`config.mk`:
```
export PLATFORM = sky130hd
export DESIGN_NAME = mbap_frame_deframer
export DESIGN_NICKNAME = d
export VERILOG_FILES = /design/src/mbapd_pkg.sv /design/src/mbap_frame_deframer.sv /design/src/mbapd_skid.sv
export SDC_FILE = /design/constraint.sdc
export NUM_CORES = 1
export LEC_CHECK = 0
export ABC_CLOCK_PERIOD_IN_PS = 5500
export BUFFER_PORTS_ARGS = -buffer_cell sky130_fd_sc_hd__buf_4
export CAP_MARGIN = 30
export CORE_ASPECT_RATIO = 1.5
export CORE_MARGIN = 2
export CORE_UTILIZATION = 25
export CTS_CLUSTER_DIAMETER = 200
export CTS_CLUSTER_SIZE = 24
export DETAILED_ROUTE_END_ITERATION = 6
export SLEW_MARGIN = 10
export SYNTH_ARGS = -nofsm -noshare
export SYNTH_HDL_FRONTEND = slang
export SYNTH_SLANG_ARGS = --single-unit
```
`constraint.sdc`:
```
create_clock -name clk -period 5.5 [get_ports clk]
set_clock_uncertainty 0.1 [all_clocks]
set_input_delay 0.275 -clock clk [delete_from_list [all_inputs] [get_ports clk]]
set_output_delay 0.275 -clock clk [all_outputs]
set_load 0.01 [all_outputs]
```
`src/mbapd_pkg.sv`:
```
package mbapd_pkg;

  localparam int FRAME_MAX_DEF = 256;
  localparam int HEADER_BYTES  = 7;

  localparam logic [2:0] ST_HDR_BYTE   = 3'd0;
  localparam logic [2:0] ST_HDR_DONE   = 3'd1;
  localparam logic [2:0] ST_PDU_BYTE   = 3'd2;
  localparam logic [2:0] ST_FRAME_DONE = 3'd3;
  localparam logic [2:0] ST_OVERFLOW   = 3'd4;
  localparam logic [2:0] ST_LEN_ERR    = 3'd5;

  typedef struct packed {
    logic [2:0]  status;
    logic [7:0]  byte_out;
    logic [7:0]  frame_index;
    logic [15:0] transaction_id;
    logic [15:0] protocol_id;
    logic [15:0] frame_length;
    logic [7:0]  unit_id;
  } result_t;

endpackage

```
`src/mbap_frame_deframer.sv`:
```
// Modbus TCP MBAP deframer, cut-through.
// Input channel: one stream byte per transaction (data_byte, in_valid/in_ready).
// Output channel: one status transaction per input byte (status, byte_out,
// frame_index and the decoded header fields, out_valid/out_ready).
// The first seven bytes of a frame form the MBAP header; the seventh byte
// reports header done (or length error if the length field is below two),
// then length-1 pdu bytes follow and the last one reports frame done.
// A pdu byte arriving once the frame position reaches FRAME_MAX is dropped
// and reported as an overflow abort; the deframer then restarts on a header.
// A result is registered in the result buffer when its byte is accepted.
// Throughput: one byte per cycle while the result buffer has room, set by the
// counter and header register update that each byte goes through.
// A two-entry result buffer decouples the sides: in_ready only drops when
// two results wait, so a stalled receiver holds the input after two bytes.
// Reset (rst, synchronous) empties the buffer and returns to header phase.
module mbap_frame_deframer #(
  parameter int FRAME_MAX = mbapd_pkg::FRAME_MAX_DEF
) (
  input  logic        clk,
  input  logic        rst,
  input  logic        in_valid,
  output logic        in_ready,
  input  logic [7:0]  data_byte,
  output logic        out_valid,
  input  logic        out_ready,
  output logic [2:0]  status,
  output logic [7:0]  byte_out,
  output logic [7:0]  frame_index,
  output logic [15:0] transaction_id,
  output logic [15:0] protocol_id,
  output logic [15:0] frame_length,
  output logic [7:0]  unit_id
);
  import mbapd_pkg::*;

  localparam int POS_BITS = $clog2(FRAME_MAX + 1);
  localparam int POS_W    = (POS_BITS > 8) ? POS_BITS : 8;
  localparam logic [POS_W-1:0] POS_LIMIT = POS_W'(FRAME_MAX);

  logic             in_pdu_phase;
  logic [2:0]       header_left;
  logic [15:0]      pdu_left;
  logic [POS_W-1:0] position;
  logic [55:0]      header_fields;

  logic             in_pdu_phase_next;
  logic [2:0]       header_left_next;
  logic [15:0]      pdu_left_next;
  logic [POS_W-1:0] position_next;
  logic [55:0]      header_fields_next;

  logic [55:0]      hdr_shift;
  logic [15:0]      len;
  logic             accept;
  logic             restart;
  result_t          res;
  result_t          res_out;

  assign accept    = in_valid && in_ready;
  assign hdr_shift = {header_fields[47:0], data_byte};
  assign len       = hdr_shift[23:8];

  always_comb begin
    in_pdu_phase_next  = in_pdu_phase;
    header_left_next   = header_left;
    pdu_left_next      = pdu_left;
    position_next      = position + POS_W'(1);
    header_fields_next = header_fields;
    restart            = 1'b0;

    res.byte_out       = data_byte;
    res.frame_index    = position[7:0];
    res.status         = ST_PDU_BYTE;
    res.transaction_id = header_fields[55:40];
    res.protocol_id    = header_fields[39:24];
    res.frame_length   = header_fields[23:8];
    res.unit_id        = header_fields[7:0];

    if (!in_pdu_phase) begin
      header_fields_next = hdr_shift;
      header_left_next   = header_left - 3'd1;
      res.transaction_id = hdr_shift[55:40];
      res.protocol_id    = hdr_shift[39:24];
      res.frame_length   = len;
      res.unit_id        = hdr_shift[7:0];
      if (header_left_next != 3'd0) begin
        res.status         = ST_HDR_BYTE;
        res.transaction_id = 16'd0;
        res.protocol_id    = 16'd0;
        res.frame_length   = 16'd0;
        res.unit_id        = 8'd0;
      end else if (len < 16'd2) begin
        res.status = ST_LEN_ERR;
        restart    = 1'b1;
      end else begin
        res.status        = ST_HDR_DONE;
        pdu_left_next     = len - 16'd1;
        in_pdu_phase_next = 1'b1;
      end
    end else if (position >= POS_LIMIT) begin
      res.status   = ST_OVERFLOW;
      res.byte_out = 8'd0;
      restart      = 1'b1;
    end else begin
      pdu_left_next = pdu_left - 16'd1;
      if (pdu_left_next == 16'd0) begin
        res.status = ST_FRAME_DONE;
        restart    = 1'b1;
      end
    end
  end

  always_ff @(posedge clk) begin
    if (rst || (accept && restart)) begin
      in_pdu_phase  <= 1'b0;
      header_left   <= 3'(HEADER_BYTES);
      pdu_left      <= 16'd0;
      position      <= '0;
      header_fields <= 56'd0;
    end else if (accept) begin
      in_pdu_phase  <= in_pdu_phase_next;
      header_left   <= header_left_next;
      pdu_left      <= pdu_left_next;
      position      <= position_next;
      header_fields <= header_fields_next;
    end
  end

  mbapd_skid u_skid (
    .clk        (clk),
    .rst        (rst),
    .push_valid (in_valid),
    .push_ready (in_ready),
    .push_data  (res),
    .pop_valid  (out_valid),
    .pop_ready  (out_ready),
    .pop_data   (res_out)
  );

  assign status         = res_out.status;
  assign byte_out       = res_out.byte_out;
  assign frame_index    = res_out.frame_index;
  assign transaction_id = res_out.transaction_id;
  assign protocol_id    = res_out.protocol_id;
  assign frame_length   = res_out.frame_length;
  assign unit_id        = res_out.unit_id;

endmodule

```
`src/mbapd_skid.sv`:
```
module mbapd_skid (
  input  logic               clk,
  input  logic               rst,
  input  logic               push_valid,
  output logic               push_ready,
  input  mbapd_pkg::result_t push_data,
  output logic               pop_valid,
  input  logic               pop_ready,
  output mbapd_pkg::result_t pop_data
);
  import mbapd_pkg::*;

  // two-entry buffer so the upstream ready never waits on the downstream one
  result_t    mem [2];
  logic       wr_ptr;
  logic       rd_ptr;
  logic [1:0] count;
  logic       push;
  logic       pop;

  assign push_ready = (count != 2'd2);
  assign pop_valid  = (count != 2'd0);
  assign pop_data   = mem[rd_ptr];
  assign push       = push_valid && push_ready;
  assign pop        = pop_valid && pop_ready;

  always_ff @(posedge clk) begin
    if (push) begin
      mem[wr_ptr] <= push_data;
    end
  end

  always_ff @(posedge clk) begin
    if (rst) begin
      wr_ptr <= 1'b0;
      rd_ptr <= 1'b0;
      count  <= 2'd0;
    end else begin
      if (push) begin
        wr_ptr <= ~wr_ptr;
      end
      if (pop) begin
        rd_ptr <= ~rd_ptr;
      end
      unique case ({push, pop})
        2'b10:   count <= count + 2'd1;
        2'b01:   count <= count - 2'd1;
        default: count <= count;
      endcase
    end
  end

endmodule

```
Yosys cells after proc, flatten, opt, wreduce, memory -nomap -nowiden
Memories as Yosys holds them, arrays and structs flattened. A register that Yosys moved wholly into a read port is not among the register bits.
Cells that the tools add are included.
{"block": "totals", "output_inout_bits": 77, "input_bits": 12, "memories": 1, "rom_bits": 0, "latchBits": 0, "reg_bits": 89, "elab_cells": 62, "ram_bits": 150}
{"name": "u_skid.mem", "depth": 2, "word_bits": 75, "read_ports": 1, "rd_clocked_by_memory_dff": 1, "write_ports": 1, "line_no": "mbapd_skid.sv:14", "text": "result_t mem [2];"}
{"block": "classes", "n_eq_ne": 6, "n_mul": 0, "n_addsub": 6, "reduce_logical": 10, "n_shift": 0, "muxes": 26, "n_div": 0, "order_cmp": 2, "bitwise_logic": 3}
{"operator": "$mux 56", "count": 2}
{"operator": "$mux 16", "count": 4}
{"operator": "$sub 16x1->16 const B", "count": 2}
{"operator": "$logic_not 16->1", "count": 1}
{"operator": "$lt 16x2->1 const B", "count": 1}
{"operator": "$mux 8", "count": 2}
{"operator": "$mux 1", "count": 13}
{"operator": "$mux 3", "count": 4}
{"operator": "$add 9x1->9 const B", "count": 1}
{"operator": "$ge 9x9->1 const B", "count": 1}
{"operator": "$ne 2x2->1 const B", "count": 4}
{"operator": "$pmux 2 s2", "count": 1}
{"operator": "$reduce_and 4->1", "count": 1}
{"operator": "$reduce_bool 2->1", "count": 2}
{"operator": "$logic_and 1x1->1", "count": 3}
{"operator": "$not 1->1", "count": 3}
{"operator": "$reduce_bool 3->1", "count": 1}
{"operator": "$sub 3x1->3 const B", "count": 1}
{"operator": "$add 2x1->2 const B", "count": 1}
{"operator": "$eq 2x1->1 const B", "count": 1}
{"operator": "$eq 2x2->1 const B", "count": 1}
{"operator": "$reduce_and 2->1", "count": 1}
{"operator": "$sub 2x1->2 const B", "count": 1}
{"operator": "$logic_or 1x1->1", "count": 1}

Logic depth before layout (Yosys ltp)
{"block": "depth", "ltp_word": 7, "mapped_depth": 11, "mapped_depth_nobuf": 9}

Cells and area by module
A second synthesis with hierarchy kept.
{"block": "hier_totals", "hier_cells": 971, "hier_area_um2": 11611.1}
{"module": "mbap_frame_deframer", "area_per_inst_um2": 5987.0, "n_inst": 1, "cells_each": 714, "seq_area_each_um2": 1701.6}
{"module": "mbapd_skid", "area_per_inst_um2": 5624.1, "n_inst": 1, "cells_each": 257, "seq_area_each_um2": 4604.4}

Worst setup path after synthesis
OpenSTA, ideal clock, no wires.
{"block": "synth_path", "kind": "flip-flop to flip-flop", "start": "register u_skid.count[0]", "end": "memory u_skid.mem[0][0] (netlist bit) (enable)", "slack_ps": 451, "path_stages_with_launch": 7, "required_ps": 4891, "arrival_ps": 4440, "synth_period_minus_slack_ps": 5049, "n_path_buf": 2, "setup_time_ps": 509, "path_cell_list": "dfxtp_1 nand2b_1 and2_1 clkbuf_1 clkinv_1 clkbuf_1 nor2_1"}
{"block": "synth_via", "elab_chain_len": 4}
{"item": "start, declared", "line_no": "mbapd_skid.sv:17", "text": "logic [1:0] count;"}
{"item": "start signal, assigned", "line_no": "mbapd_skid.sv:46", "text": "2'b10: count <= count + 2'd1;"}
{"item": "start signal, assigned", "line_no": "mbapd_skid.sv:47", "text": "2'b01: count <= count - 2'd1;"}
{"item": "start signal, assigned", "line_no": "mbapd_skid.sv:48", "text": "default: count <= count;"}
{"item": "$ne 2x2->1", "line_no": "mbapd_skid.sv:21", "text": "assign push_ready = (count != 2'd2);"}
{"item": "via in_ready", "line_no": "mbap_frame_deframer.sv:22", "text": "output logic in_ready,"}
{"item": "$logic_and 1x1->1", "line_no": "mbapd_skid.sv:24", "text": "assign push = push_valid && push_ready;"}
{"item": "$mux 1", "line_no": "mbapd_skid.sv:28", "text": "if (push) begin"}
{"item": "$mux 1 (implied by the code)", "line_no": "mbapd_skid.sv:29", "text": "mem[wr_ptr] <= push_data;"}
{"item": "end, declared", "line_no": "mbapd_skid.sv:14"}
The timed path passes the listed nets, and every way through them passes these cells.

Final worst setup path
{"block": "layout_path", "start": "register pdu_left[0]", "end": "register header_fields[16]"}
{"block": "layout_via", "elab_chain_len": 7}
{"item": "start, declared", "line_no": "mbap_frame_deframer.sv:42", "text": "logic [15:0] pdu_left;"}
{"item": "start signal, assigned", "line_no": "mbap_frame_deframer.sv:123", "text": "pdu_left <= pdu_left_next;"}
{"item": "$sub 16x1->16", "line_no": "mbap_frame_deframer.sv:105", "text": "pdu_left_next = pdu_left - 16'd1;"}
{"item": "$logic_not 16->1", "line_no": "mbap_frame_deframer.sv:106", "text": "if (pdu_left_next == 16'd0) begin"}
{"item": "$mux 1", "line_no": "mbap_frame_deframer.sv:106"}
{"item": "$mux 1", "line_no": "mbap_frame_deframer.sv:100", "text": "end else if (position >= POS_LIMIT) begin"}
{"item": "$mux 1", "line_no": "mbap_frame_deframer.sv:79", "text": "if (!in_pdu_phase) begin"}
{"item": "$logic_and 1x1->1", "line_no": "mbap_frame_deframer.sv:114", "text": "if (rst || (accept && restart)) begin"}
{"item": "$logic_or 1x1->1", "line_no": "mbap_frame_deframer.sv:114"}
{"item": "end signal, assigned", "line_no": "mbap_frame_deframer.sv:125", "text": "header_fields <= header_fields_next;"}
{"item": "end, declared", "line_no": "mbap_frame_deframer.sv:44", "text": "logic [55:0] header_fields;"}
Every way passes these cells.
A chain may end at the register's enable or synchronous reset.

==> impl_results.md <==
* GRT overflow at 0
* Register Area at 6310 um2
* Worst Max-Slew Pin Slew at just over 1 ns
* Synth Cell Area at about 11,000 um2
* Num CTS Buffers at 13
* Ratio of cells with drive above 1 in the final layout at 0.232
* EDFF count, synth at 150
* Die Area at around 45,000 um2
* Peak supply drop at around 0.15 mV
* Multi-input gate area at about 4000 um2
* CTS max path bufs at 3
* Input/output buffers at 88
* Yosys reg bits at between 200 and 250
* Post-CTS Setup Inserts at 0
* Synth Area per Inst at around 12 um2
* Hold WS at 0.0275 ns
* Ant. Diodes at 0
* Worst Path Required at roughly 5.7 ns
* Setup TNS at 0 ns
* Layout Nets at ~940
* TritonCTS clock tree: done
* Routability cong. at approximately 0.81
* Worst-Skew Late Latency at around 0.5 ns
* Max Slew Vio Count at 0
* Worst-path fanout max at 58
* CTS root buf: clkbuf_16
* Vias in the first global route at 7,187
* Pleak at just over 4 nW
* P&R area growth vs syn at 14.5%
* Status: complete, no violations
* Vias post-DR at 7,332
* Sequential area share after synthesis at 0.583
* Post-CTS resize count at 0
* First-pass GRT wire length at between 40,000 and 50,000 um
* Post-DR wirelength/cell at between 15 and 20 um
* Remaining DRCs at 0
* RSZ-0062 raised after global routing: false
* Warnings, synthesis at 0
* Synth unique cells at between 60 and 70
* Via-to-Cell Ratio at approximately 4.9
* # IOs at just under 90
* Pre-CTS setup slack at slightly above 2 ns
* Hold/Removal Path Class: input pin to register
* H-tree depth at 1
* Final Hold Fails at 0
* Crit. End Element: register
* Clock net sink count at 240
* Starting Density at 0.253
* Ys flop type: edfxtp_1
* Setup ws final at 1.95 ns
* Worst slew margin at 0.315
* Largest net degree at the start of global routing at roughly 110
* Initial antenna violation count at 1
* Async SR Flop Fraction at 0
* Die Height at between 200 and 300 um
* Max Cap Viol at 0
* GRT Total Usage at 0.113
* Syn nets at a little over 900
* Site row count at between 90 and 100
* # fillers at 4,411
* CP Data Arrival Time at between 3 and 4 ns
* F_max at approximately 280 MHz
* Period utilization at 0.646
* Post-DP HPWL at around 17,000 um
* First-pass detailed-route iteration total at 5
* Detailed router's first-iteration violation count at 430
* Core footprint at about 43,000 um2
* Post-CTS Hold Fix Bufs at 0
* Overall die width at roughly 170 um
* CP Launch Type: register
* Post-Syn Instances at about 890
* Setup violators final at 0
* Setup CP Type: register to register
* Antenna Nets Post-Route at 0
* Clock transition at the registers of the reported paths at around 0.11 ns
* Power Density at about 370 nW/um2
* Final Critical Period at between 3 and 4 ns
* Routed wire length at approximately 27,000 um
==> layer usage <==
| metal | vias to the layer above | wire length [um] | global-route usage |
|---|---|---|---|
| met5 | - | 13 | 0 |
| met4 | 2 | 803 | 0.0453 |
| met3 | 41 | 904 | 0.0117 |
| met2 | 162 | 14500 | 0.216 |
| met1 | 3660 | 10500 | 0.128 |
| li1 | 3467 | - | - |
==> registers in the layout, indices dropped and copies added, names as in the netlist, named ones only <==
| name | count |
|---|---|
| u_skid.mem | 150 |
| header_fields | 56 |
| pdu_left | 16 |
| position | 9 |
| header_left | 3 |
| u_skid.count | 2 |
| in_pdu_phase | 1 |
| u_skid.rd_ptr | 1 |
| u_skid.wr_ptr | 1 |
==> report_power, final <==
part | switching (W) | internal [W]
clock network | 0.000563 | 0.000453
logic | 0.000700 | 0.000627
registers | 0.000131 | 0.00216
==> cells in the mapped netlist, drive strengths merged, types with 3 or more instances <==
| cell type | n | area, um2 |
|---|---|---|
| or3 | 4 | 25.0 |
| a31oi | 3 | 18.8 |
| edfxtp | 150 | 4500 |
| nand4 | 6 | 37.5 |
| nor4 | 9 | 62.6 |
| nand3 | 9 | 45.0 |
| o211ai | 6 | 45.0 |
| a22o | 52 | 455 |
| buf | 23 | 135 |
| and3 | 3 | 18.8 |
| xor2 | 14 | 123 |
| a211oi | 22 | 165 |
| nor3 | 10 | 55.1 |
| nand2b | 7 | 43.8 |
| nor4b | 3 | 26.3 |
| nand2 | 77 | 289 |
| inv | 12 | 45.0 |
| nor2 | 28 | 105 |
| clkbuf | 62 | 233 |
| ha | 8 | 100 |
| dfxtp | 90 | 1800 |
| a2111oi | 9 | 123 |
| and2 | 14 | 87.6 |
| mux2 | 75 | 845 |
| or2 | 6 | 37.5 |
| or4 | 5 | 45.0 |
| mux2i | 16 | 160 |
| o21ai | 63 | 319 |
| a221oi | 49 | 435 |
| a21oi | 16 | 80.1 |
| xnor2 | 13 | 114 |
==> layout by cell type, fill, tap and decap left out, types with 3 or more instances in the layout <==
master       n
a21oi_1     16
mux2_2      75
dfxtp_1     88
nor3_1       9
xnor2_1     13
or4_1        3
ha_1         8
edfxtp_1   150
or2_2        6
and2_1      13
nor4_1       8
nand3_1      9
nor4b_1      3
nor2_1      26
xor2_1      14
a211oi_1    22
inv_1       11
nand2b_1     7
o211ai_1     6
buf_4       97
a22o_1      52
a2111oi_2    4
clkbuf_1     8
nand2_1     77
a2111oi_0    4
a221oi_1    48
a31oi_1      3
clkbuf_16   13
o21ai_0     62
or3_1        4
mux2i_1     16
nand4_1      6
==> logic make-up (layout without fill, tap and decap cells) <==
family,count (synthesis),count (layout),synth area share
AND/OR/NAND/NOR,189,189,0.0874
buffers and inverters,98,136,0.0385
AO/OA/AOI/OAI,239,239,0.167
flip-flops,240,240,0.583
adder cells (fa/ha/maj),8,8,0.00926
XOR/XNOR,27,27,0.0219
multiplexers,91,91,0.0929
==> area by class of cell <==
cell class	count	area share
clock inverters	1	0.000708
multi-input cells	554	0.332
clock buffers	21	0.0287
inverters	13	0.00394
repair buffers	101	0.0665
well taps	570	0.0576
flip-flops and latches	240	0.510
==> worst paths after layout <==
| kind | to | start | depth (start not counted) | slack [ns] |
|---|---|---|---|---|
| worst min register to register | header_fields[24] | header_fields[16] | 2 | 0.40 |
| worst max-delay path | header_fields[16] | pdu_left[0] | 9 | 1.95 |
| worst max register to register | header_fields[16] | pdu_left[0] | 9 | 1.95 |
| worst min-delay path | header_fields[0] | data_byte[0] | 3 | 0.03 |
==> critical path, stage by stage, from the launching register on <==
cell and delay, ns:
dfxtp_1 0.40, inv_1 0.11, ha_1 0.25, nor3b_1 0.55, nand4_1 0.19, xnor2_1 0.20
nor4_1 0.47, a31o_2 0.57, buf_12 0.34, a221oi_1 0.14
==> through the flow <==
| step | power [W] | instances | utilization | instance area (um2) |
|---|---|---|---|---|
| 3_3_place_gp | 0.00368 | 1475 | 0.279 | 11900 |
| 4_1_cts | 0.00471 | 1498 | 0.288 | 12300 |
| 6_report | 0.00463 | 1500 | 0.289 | 12400 |
| 5_1_grt | 0.00486 | 1500 | 0.289 | 12400 |
| 2_1_floorplan | 0.00311 | 892 | - | 10800 |
| 3_5_place_dp | 0.00369 | 1476 | 0.279 | 12000 |
(Power assumes the default switching activity.)
